`config.mk`:
```
export PLATFORM = sky130hd
export DESIGN_NAME = delta_timer_queue
export DESIGN_NICKNAME = d
export VERILOG_FILES = /design/src/rtl/core/dtq_pkg.sv /design/src/rtl/core/delta_timer_queue.sv
export SDC_FILE = /design/constraint.sdc
export NUM_CORES = 2
export LEC_CHECK = 0
export CORE_MARGIN = 1
export CORE_UTILIZATION = 40
export DETAILED_ROUTE_END_ITERATION = 7
export DONT_BUFFER_PORTS = 1
export PLACE_DENSITY = 0.51
export RECOVER_POWER = 100
export SLEW_MARGIN = 20
export SYNTH_ARGS = -nofsm -noshare
export SYNTH_HDL_FRONTEND = slang
export SYNTH_SLANG_ARGS = --single-unit
```
`constraint.sdc`:
```
create_clock -name clk_i -period 18.9 [get_ports clk_i]
set_input_delay 3.78 -clock clk_i [delete_from_list [all_inputs] [get_ports clk_i]]
set_output_delay 3.78 -clock clk_i [all_outputs]
set_load 0.02 [all_outputs]
```
`src/rtl/core/dtq_pkg.sv`:
```
// Shared definitions for the delta timer queue: sizes, command and result
// codes, and the sequencer state type. Depends on nothing.
package dtq_pkg;

  localparam int NUM_SLOTS    = 16;
  localparam int MAX_EXPIRIES = 63;

  localparam int IDX_W = (NUM_SLOTS > 1) ? $clog2(NUM_SLOTS) : 1;
  localparam int CNT_W = $clog2(NUM_SLOTS + 1);
  localparam int EXP_W = $clog2(MAX_EXPIRIES + 1);
  localparam int REM_W = 34;

  localparam logic [1:0] CMD_TICK   = 2'd0;
  localparam logic [1:0] CMD_SET    = 2'd1;
  localparam logic [1:0] CMD_CANCEL = 2'd2;

  localparam logic KIND_EXPIRY = 1'b0;
  localparam logic KIND_DONE   = 1'b1;

  localparam logic [31:0] INF_DELAY = 32'hFFFF_FFFF;

  // Most negative remaining time; lateness saturates here.
  localparam logic signed [REM_W-1:0] REM_MIN = {1'b1, {(REM_W-1){1'b0}}};

  typedef enum logic [2:0] {
    ST_IDLE,
    ST_SWEEP,
    ST_EVAL,
    ST_FIRE,
    ST_UPD,
    ST_DONE
  } state_e;

endpackage

```
`src/rtl/core/delta_timer_queue.sv`:
```
// Top level of the delta timer queue: slot memories, sweep sequencer and
// output register. Depends on dtq_pkg.
//
// Usage: one input channel carries commands (tick, set, cancel) and one
// output channel carries results. Every command produces a single done
// transfer (kind 1, last 1) holding the delay to the next expiry; a tick
// first produces one expiry transfer per due slot, in order of remaining
// time with ties to the lower slot index, at most MAX_EXPIRIES per tick.
// Beyond that limit the done transfer carries overflow and the pending
// expiries are reported by the next tick.
// Remaining times and reload intervals live in two synchronous RAMs with a
// registered read; armed bits live in flip-flops. Every command runs a sweep
// over all NUM_SLOTS entries that finds the earliest armed slot, and a tick
// also subtracts the elapsed time on that pass. Each expiry adds a reload
// read-modify-write and one more sweep. Commands are taken one at a time;
// the next command is accepted while the previous done transfer still waits
// in the output register. A stalled receiver holds the sequencer before it
// loads the next result.
// Reset clears all armed bits and the control state; the RAMs are not
// cleared, since an entry is only read while its slot is armed.
module delta_timer_queue (
  input  logic        clk_i,
  input  logic        rst_ni,
  input  logic        in_valid_i,
  output logic        in_ready_o,
  input  logic [1:0]  cmd_i,
  input  logic [3:0]  slot_i,
  input  logic [31:0] delay_i,
  input  logic [31:0] interval_i,
  input  logic [31:0] elapsed_i,
  output logic        out_valid_o,
  input  logic        out_ready_i,
  output logic        kind_o,
  output logic [3:0]  expired_slot_o,
  output logic [31:0] next_delay_o,
  output logic        overflow_o,
  output logic        last_o
);

  localparam int NS    = dtq_pkg::NUM_SLOTS;
  localparam int IDX_W = dtq_pkg::IDX_W;
  localparam int CNT_W = dtq_pkg::CNT_W;
  localparam int EXP_W = dtq_pkg::EXP_W;
  localparam int REM_W = dtq_pkg::REM_W;

  dtq_pkg::state_e state_q, state_d;

  // Slot storage.
  logic signed [REM_W-1:0] rem_mem [NS];
  logic        [31:0]      rld_mem [NS];
  logic signed [REM_W-1:0] rem_rd_q;
  logic        [31:0]      rld_rd_q;
  logic [IDX_W-1:0]        mem_raddr;
  logic                    rem_we, rld_we;
  logic [IDX_W-1:0]        rem_waddr;
  logic signed [REM_W-1:0] rem_wdata;
  logic [NS-1:0]           armed_q, armed_d;

  // Sweep control.
  logic [CNT_W-1:0]  idx_q, idx_d;
  logic              rd_vld_q, rd_vld_d;
  logic [IDX_W-1:0]  rd_idx_q;
  logic              sub_q, sub_d;
  logic              tick_q, tick_d;
  logic [31:0]       elapsed_q, elapsed_d;

  // Earliest armed slot found by the current sweep.
  logic                    best_vld_q, best_vld_d;
  logic signed [REM_W-1:0] best_val_q, best_val_d;
  logic [IDX_W-1:0]        best_idx_q, best_idx_d;

  logic [EXP_W-1:0] exp_cnt_q, exp_cnt_d;
  logic             ovf_q, ovf_d;

  // Output register.
  logic        out_valid_q, out_valid_d;
  logic        out_free, out_load;
  logic        kind_q, kind_d;
  logic [3:0]  oslot_q, oslot_d;
  logic [31:0] nd_q, nd_d;
  logic        oovf_q, oovf_d;
  logic        last_q, last_d;

  logic              in_acc;
  logic              slot_ok;
  logic              use_entry;
  logic              best_pos;
  logic signed [REM_W:0]   diff;
  logic signed [REM_W-1:0] sub_val, cur_val;
  logic [31:0]       nd_val;

  assign in_ready_o = (state_q == dtq_pkg::ST_IDLE);
  assign in_acc     = in_valid_i && in_ready_o;
  assign out_free   = !out_valid_q || out_ready_i;
  assign slot_ok    = (32'(slot_i) < 32'(NS));
  assign best_pos   = best_val_q > REM_W'(signed'(0));

  // Saturating subtract of the elapsed time from the entry read last cycle.
  assign diff    = {rem_rd_q[REM_W-1], rem_rd_q} - (REM_W+1)'({1'b0, elapsed_q});
  assign sub_val = (diff[REM_W] != diff[REM_W-1]) ? dtq_pkg::REM_MIN : diff[REM_W-1:0];
  assign cur_val = sub_q ? sub_val : rem_rd_q;
  assign use_entry = rd_vld_q && armed_q[rd_idx_q];

  // Delay to the next expiry, saturated to 32 bits; zero on overflow or when none lies ahead.
  always_comb begin
    if (ovf_q || !best_vld_q || !best_pos) begin
      nd_val = '0;
    end else if (best_val_q > REM_W'(signed'(33'h0_FFFF_FFFF))) begin
      nd_val = 32'hFFFF_FFFF;
    end else begin
      nd_val = best_val_q[31:0];
    end
  end

  // Next state.
  always_comb begin
    state_d = state_q;
    unique case (state_q)
      dtq_pkg::ST_IDLE: begin
        if (in_acc) state_d = dtq_pkg::ST_SWEEP;
      end
      dtq_pkg::ST_SWEEP: begin
        if (idx_q == CNT_W'(NS)) state_d = dtq_pkg::ST_EVAL;
      end
      dtq_pkg::ST_EVAL: begin
        priority if (!tick_q || !best_vld_q || best_pos) begin
          state_d = dtq_pkg::ST_DONE;
        end else if (exp_cnt_q == EXP_W'(dtq_pkg::MAX_EXPIRIES)) begin
          state_d = dtq_pkg::ST_DONE;
        end else begin
          state_d = dtq_pkg::ST_FIRE;
        end
      end
      dtq_pkg::ST_FIRE: begin
        if (out_free) state_d = dtq_pkg::ST_UPD;
      end
      dtq_pkg::ST_UPD: begin
        state_d = dtq_pkg::ST_SWEEP;
      end
      dtq_pkg::ST_DONE: begin
        if (out_free) state_d = dtq_pkg::ST_IDLE;
      end
      default: state_d = dtq_pkg::ST_IDLE;
    endcase
  end

  // Datapath and memory controls.
  always_comb begin
    armed_d    = armed_q;
    idx_d      = idx_q;
    rd_vld_d   = 1'b0;
    sub_d      = sub_q;
    tick_d     = tick_q;
    elapsed_d  = elapsed_q;
    best_vld_d = best_vld_q;
    best_val_d = best_val_q;
    best_idx_d = best_idx_q;
    exp_cnt_d  = exp_cnt_q;
    ovf_d      = ovf_q;
    rem_we     = 1'b0;
    rld_we     = 1'b0;
    rem_waddr  = rd_idx_q;
    rem_wdata  = sub_val;
    mem_raddr  = idx_q[IDX_W-1:0];
    out_load   = 1'b0;
    kind_d     = kind_q;
    oslot_d    = oslot_q;
    nd_d       = nd_q;
    oovf_d     = oovf_q;
    last_d     = last_q;

    unique case (state_q)
      dtq_pkg::ST_IDLE: begin
        rem_waddr = IDX_W'(slot_i);
        rem_wdata = REM_W'({2'b00, delay_i});
        if (in_acc) begin
          tick_d     = (cmd_i == dtq_pkg::CMD_TICK);
          sub_d      = (cmd_i == dtq_pkg::CMD_TICK);
          elapsed_d  = elapsed_i;
          exp_cnt_d  = '0;
          ovf_d      = 1'b0;
          idx_d      = '0;
          best_vld_d = 1'b0;
          if (slot_ok && cmd_i == dtq_pkg::CMD_SET) begin
            if (delay_i == dtq_pkg::INF_DELAY) begin
              armed_d[IDX_W'(slot_i)] = 1'b0;
            end else begin
              armed_d[IDX_W'(slot_i)] = 1'b1;
              rem_we = 1'b1;
              rld_we = 1'b1;
            end
          end else if (slot_ok && cmd_i == dtq_pkg::CMD_CANCEL) begin
            armed_d[IDX_W'(slot_i)] = 1'b0;
          end
        end
      end
      dtq_pkg::ST_SWEEP: begin
        if (idx_q < CNT_W'(NS)) begin
          rd_vld_d = 1'b1;
          idx_d    = idx_q + CNT_W'(1);
        end
        if (use_entry) begin
          rem_we = sub_q;
          if (!best_vld_q || cur_val < best_val_q) begin
            best_vld_d = 1'b1;
            best_val_d = cur_val;
            best_idx_d = rd_idx_q;
          end
        end
      end
      dtq_pkg::ST_EVAL: begin
        sub_d = 1'b0;
        if (tick_q && best_vld_q && !best_pos &&
            exp_cnt_q == EXP_W'(dtq_pkg::MAX_EXPIRIES)) begin
          ovf_d = 1'b1;
        end
      end
      dtq_pkg::ST_FIRE: begin
        mem_raddr = best_idx_q;
        if (out_free) begin
          out_load  = 1'b1;
          kind_d    = dtq_pkg::KIND_EXPIRY;
          oslot_d   = 4'(best_idx_q);
          nd_d      = '0;
          oovf_d    = 1'b0;
          last_d    = 1'b0;
          exp_cnt_d = exp_cnt_q + EXP_W'(1);
        end
      end
      dtq_pkg::ST_UPD: begin
        // A one-shot slot is disarmed, a periodic one reloads and may fire
        // again on the following sweep.
        rem_waddr  = best_idx_q;
        rem_wdata  = best_val_q + REM_W'({2'b00, rld_rd_q});
        if (rld_rd_q == '0) begin
          armed_d[best_idx_q] = 1'b0;
        end else begin
          rem_we = 1'b1;
        end
        idx_d      = '0;
        best_vld_d = 1'b0;
      end
      dtq_pkg::ST_DONE: begin
        if (out_free) begin
          out_load = 1'b1;
          kind_d   = dtq_pkg::KIND_DONE;
          oslot_d  = '0;
          nd_d     = nd_val;
          oovf_d   = ovf_q;
          last_d   = 1'b1;
        end
      end
      default: ;
    endcase

    if (out_load) begin
      out_valid_d = 1'b1;
    end else if (out_ready_i) begin
      out_valid_d = 1'b0;
    end else begin
      out_valid_d = out_valid_q;
    end
  end

  // Slot memories: one write and one registered read per cycle each.
  always_ff @(posedge clk_i) begin
    if (rem_we) rem_mem[rem_waddr] <= rem_wdata;
    rem_rd_q <= rem_mem[mem_raddr];
  end

  always_ff @(posedge clk_i) begin
    if (rld_we) rld_mem[IDX_W'(slot_i)] <= interval_i;
    rld_rd_q <= rld_mem[mem_raddr];
  end

  always_ff @(posedge clk_i or negedge rst_ni) begin
    if (!rst_ni) begin
      state_q     <= dtq_pkg::ST_IDLE;
      armed_q     <= '0;
      idx_q       <= '0;
      rd_vld_q    <= 1'b0;
      sub_q       <= 1'b0;
      tick_q      <= 1'b0;
      best_vld_q  <= 1'b0;
      exp_cnt_q   <= '0;
      ovf_q       <= 1'b0;
      out_valid_q <= 1'b0;
    end else begin
      state_q     <= state_d;
      armed_q     <= armed_d;
      idx_q       <= idx_d;
      rd_vld_q    <= rd_vld_d;
      sub_q       <= sub_d;
      tick_q      <= tick_d;
      best_vld_q  <= best_vld_d;
      exp_cnt_q   <= exp_cnt_d;
      ovf_q       <= ovf_d;
      out_valid_q <= out_valid_d;
    end
  end

  always_ff @(posedge clk_i) begin
    rd_idx_q   <= idx_q[IDX_W-1:0];
    elapsed_q  <= elapsed_d;
    best_val_q <= best_val_d;
    best_idx_q <= best_idx_d;
    kind_q     <= kind_d;
    oslot_q    <= oslot_d;
    nd_q       <= nd_d;
    oovf_q     <= oovf_d;
    last_q     <= last_d;
  end

  assign out_valid_o    = out_valid_q;
  assign kind_o         = kind_q;
  assign expired_slot_o = oslot_q;
  assign next_delay_o   = nd_q;
  assign overflow_o     = oovf_q;
  assign last_o         = last_q;

`ifndef SYNTHESIS
  // The per-tick expiry count never passes the limit.
  a_exp_limit: assert property (@(posedge clk_i) disable iff (!rst_ni)
    exp_cnt_q <= EXP_W'(dtq_pkg::MAX_EXPIRIES))
    else $error("expiry count above limit");

  // The reload write-back always follows the reload read of the fired slot.
  a_upd_after_fire: assert property (@(posedge clk_i) disable iff (!rst_ni)
    state_q == dtq_pkg::ST_UPD |-> $past(state_q) == dtq_pkg::ST_FIRE)
    else $error("reload update without a preceding fire");

  // An overflow is only reported in a final done transfer with no delay.
  a_ovf_done: assert property (@(posedge clk_i) disable iff (!rst_ni)
    out_valid_o && overflow_o |-> last_o && kind_o == dtq_pkg::KIND_DONE &&
    next_delay_o == '0)
    else $error("overflow on a non-final result");
`endif

endmodule

```
==> impl_metrics.csv <==
group,metric,value,unit
final_layout,syn2layout_area_growth,11.94,%
global_routing,antenna_found_initial,20,
timing,fin_hold_ws,0.5032,ns
worst_setup_path,r2r-start,"state_q[1]",
yosys,syn_area_per_cell,16.93,um^2
yosys,synthCells,3123,
global_routing,grt_overflow_total,0,
placement,gp_congestion,0.9252,
worst_setup_path,critical_path_class,"flop to flop",
clock_network,cts_tree,"yes",
final_layout,fin_nets,3426,
clock_network,cts_root_buffer,"clkbuf_16",
die,ios,147,
timing,drv_slew,867,
global_routing,grt_max_degree,118,
die,die_x,365.6,um
timing,fin_crit_sh,67.81,%
yosys,async_flop_share,2.835,%
final_layout,multi_input_area,14640,um^2
die,initial_core_util,40.28,%
final_layout,instances_no_fill,5090,
die,placementRows,133,
die,die_y,365.6,um
timing,fmaxAchievable,78.02,MHz
yosys,yosysUniqueCellTypes,76,
status,status,"complete, but fails checks",
clock_network,clkTransAtPathRegs,0.06,ns
timing,finalHoldViolations,0,
placement,dp_hpwl,105.5,mm
clock_network,cts_buffers,139,
routing,vias,29550,
routing,drc,0,
clock_network,post_cts_buffers,0,
timing,clock_skew,0.02373,ns
pwr,powerDensity,178.8,nW/um^2
final_layout,nFillCells,11380,
worst_setup_path,r2r_slack,6.08,ns
global_routing,grtUsageMet3,6.176,%
global_routing,grt_util_met1,35.69,%
yosys,synth_most_common_cell,"edfxtp_1",
timing,post-route-min-period,12.82,ns
yosys,synth_warnings,0,
timing,worst_slew_pin_slew,3.986,ns
global_routing,grt_pass1_wl,218.2,mm
routing,avgRoutedWirePerCell,30.23,um
routing,viasPerCell,5.806,
routing,dr.pass1.iters,7,
global_routing,grtUsageTotal,23.19,%
global_routing,grtUsageMet2,32.00,%
clock_network,clk_path_buf_depth,3,
timing,rsz0062_at_grt,"no",
worst_setup_path,worstPathRequired,19.41,ns
yosys,synth_edf_count,1164,
clock_network,hold_buffers,0,
worst_setup_path,cp_max_fo,54,
timing,setup_viol,0,
worst_setup_path,cp-start-kind,"flop",
worst_setup_path,crit_path_end_kind,"flop",
pwr,p_leak,19.63,nW
final_layout,drive_above_1_share,15.27,%
global_routing,grt_pass1_vias,28900,
die,core,131300,um^2
pwr,ir_worst_vdd,0.00009898,V
final_layout,seq_area,37260,um^2
job,maxCapViolCount,32,
clock_network,post_cts_resized,0,
clock_network,ctsHtreeMaxLevel,4,
clock_network,cts.sinks,1270,
yosys,synthTopCellsByCount,"1164 x edfxtp_1, 269 x mux4_2, 225 x nand2_1",
worst_setup_path,reg2reg_to,"rem_rd_q[10]",
routing,wl,153.9,mm
timing,maxSlewHeadroom,-165.7,%
yosys,synth_top_cell_by_area,"edfxtp_1",
yosys,yosysSeqAreaShare,70.45,%
die,dieArea,133700,um^2
yosys,yosysTopAreaCellShare,66.10,%
yosys,syn_area,52880,um^2
worst_setup_path,cp-endpoint,"rem_rd_q[10]",
worst_setup_path,crit_start,"state_q[1]",
routing,drtIter0Drc,2883,
hold_path,min_from,"tick_q",
status,violations,"capacitance limit, slew limit",
clock_network,clock_latency,0.77,ns
timing,fin_tns_setup,0,ns
yosys,ys_seq_elements,1270,
yosys,syn-num-nets,3332,
worst_setup_path,rr_worst_depth,11,
yosys,synth-main-ff-cell,"edfxtp_1",
placement,placedCellCount,4823,
hold_path,hp-class,"flop to flop",
worst_setup_path,critPathArrivalTime,13.33,ns
yosys,yosys-top-cells-area,"edfxtp_1 66%, mux4_2 11%, dfxtp_1 2.7%",
placement,io_buffers,0,
routing,antenna_left,0,
global_routing,grt_most_used_layer,"met1",
cell usage in the layout, fill, tap and decap left out, types with 5 or more instances in the layout:
| cell type | count |
|---|---|
| nor2_1 | 164 |
| clkbuf_1 | 112 |
| mux2i_1 | 26 |
| nand2_1 | 226 |
| diode_2 | 9 |
| nand3_1 | 27 |
| buf_4 | 20 |
| inv_1 | 86 |
| nor4_1 | 27 |
| nor3_1 | 22 |
| o21a_1 | 9 |
| o211ai_1 | 13 |
| and2_0 | 37 |
| clkbuf_16 | 143 |
| clkinv_2 | 26 |
| and2_1 | 42 |
| o21ai_0 | 112 |
| o31ai_1 | 7 |
| dfxtp_1 | 70 |
| dfrtp_1 | 35 |
| a21oi_1 | 91 |
| a211oi_1 | 77 |
| and3_1 | 7 |
| or3_1 | 5 |
| xnor2_1 | 35 |
| a21o_1 | 44 |
| nand2b_1 | 23 |
| mux2_1 | 17 |
| xor2_1 | 22 |
| a31o_2 | 5 |
| nor2b_1 | 23 |
| edfxtp_1 | 1164 |
| nand4_1 | 22 |
| a31oi_1 | 89 |
| bufinv_16 | 5 |
| mux4_2 | 269 |
| clkinv_1 | 33 |
| ha_1 | 101 |
layer usage:
layer | share of wire, % | up-vias
met1 | 46 | 15470
met3 | 9.0 | 213
li1 | - | 12610
met4 | 2.5 | 16
met2 | 42 | 1247
met5 | 0.073 | -
stage by stage:
stage | setup WS (ns) | cell area [um^2] | power (mW) | utilization [%]
2_1_floorplan | 10.92 | 52880 | 6.397 | -
5_1_grt | 5.523 | 59170 | 11.05 | 45.07
3_5_place_dp | 11.33 | 55900 | 8.105 | 42.58
4_1_cts | 11.54 | 60160 | 10.68 | 45.82
3_3_place_gp | 11.32 | 55210 | 8.036 | 42.05
6_report | 6.084 | 59200 | 10.59 | 45.09
power breakdown:
group / internal (mW) / switching [mW]
clock network: 1.46 / 1.10
registers: 3.84 / 0.197
logic: 1.29 / 2.70
total: 6.59 / 4.00
logic make-up (layout without fill, tap and decap cells):
kind of cell             Yosys count  count (layout)  share of synthesized area (%)
AO/OA/AOI/OAI                    493             493                          6.038
XOR/XNOR                          57              57                         0.9440
adder cells (fa/ha/maj)          103             103                          2.465
buffers and inverters            238             441                          1.940
flip-flops                      1270            1270                          70.45
multiplexers                     319             319                          12.45
other                              0               9                              0
AND/OR/NAND/NOR                  643             643                          5.709
critical path: stages, from the launching register on:
cell and delay, ns:
dfrtp_1 0.49, and2b_1 0.27, nand2_1 0.53, mux2i_4 0.32, clkbuf_1 1.68, clkbuf_1 2.67, clkbuf_1 2.96, clkbuf_1 1.76
mux4_2 0.46, and2_0 0.23, a211oi_1 0.76, a31oi_1 0.30
cell type report:
cell class / count / share of cell area [%]
antenna: 9 / 0.03805
clock buffer: 176 / 6.305
clock inverter: 74 / 0.8835
inverter: 87 / 0.5517
multi-input combinational: 1615 / 24.73
sequential: 1270 / 62.94
tap: 1755 / 3.709
timing repair buffer: 104 / 0.8412
flip-flops by register name, indices dropped and copies added, names as in the netlist, 3 cells and up, named ones only:
| register | flops |
|---|---|
| rem_mem | 544 |
| rld_mem | 512 |
| best_val_q | 34 |
| rem_rd_q | 34 |
| elapsed_q | 32 |
| next_delay_o | 32 |
| rld_rd_q | 32 |
| exp_cnt_q | 6 |
| idx_q | 5 |
| best_idx_q | 4 |
| expired_slot_o | 4 |
| rd_idx_q | 4 |
| state_q | 3 |
worst min-delay path by stage:
stage / endpoint / slack (ns) / cells past startpoint
6_report: tick_q / 0.50 / 1
5_1_grt: tick_q / 0.53 / 1
4_1_cts: tick_q / 0.50 / 1
3_5_place_dp: tick_q / 0.48 / 1
3_3_place_gp: tick_q / 0.48 / 1
2_1_floorplan: best_idx_q[0] / 0.41 / 0
(Power assumes the default switching activity.)
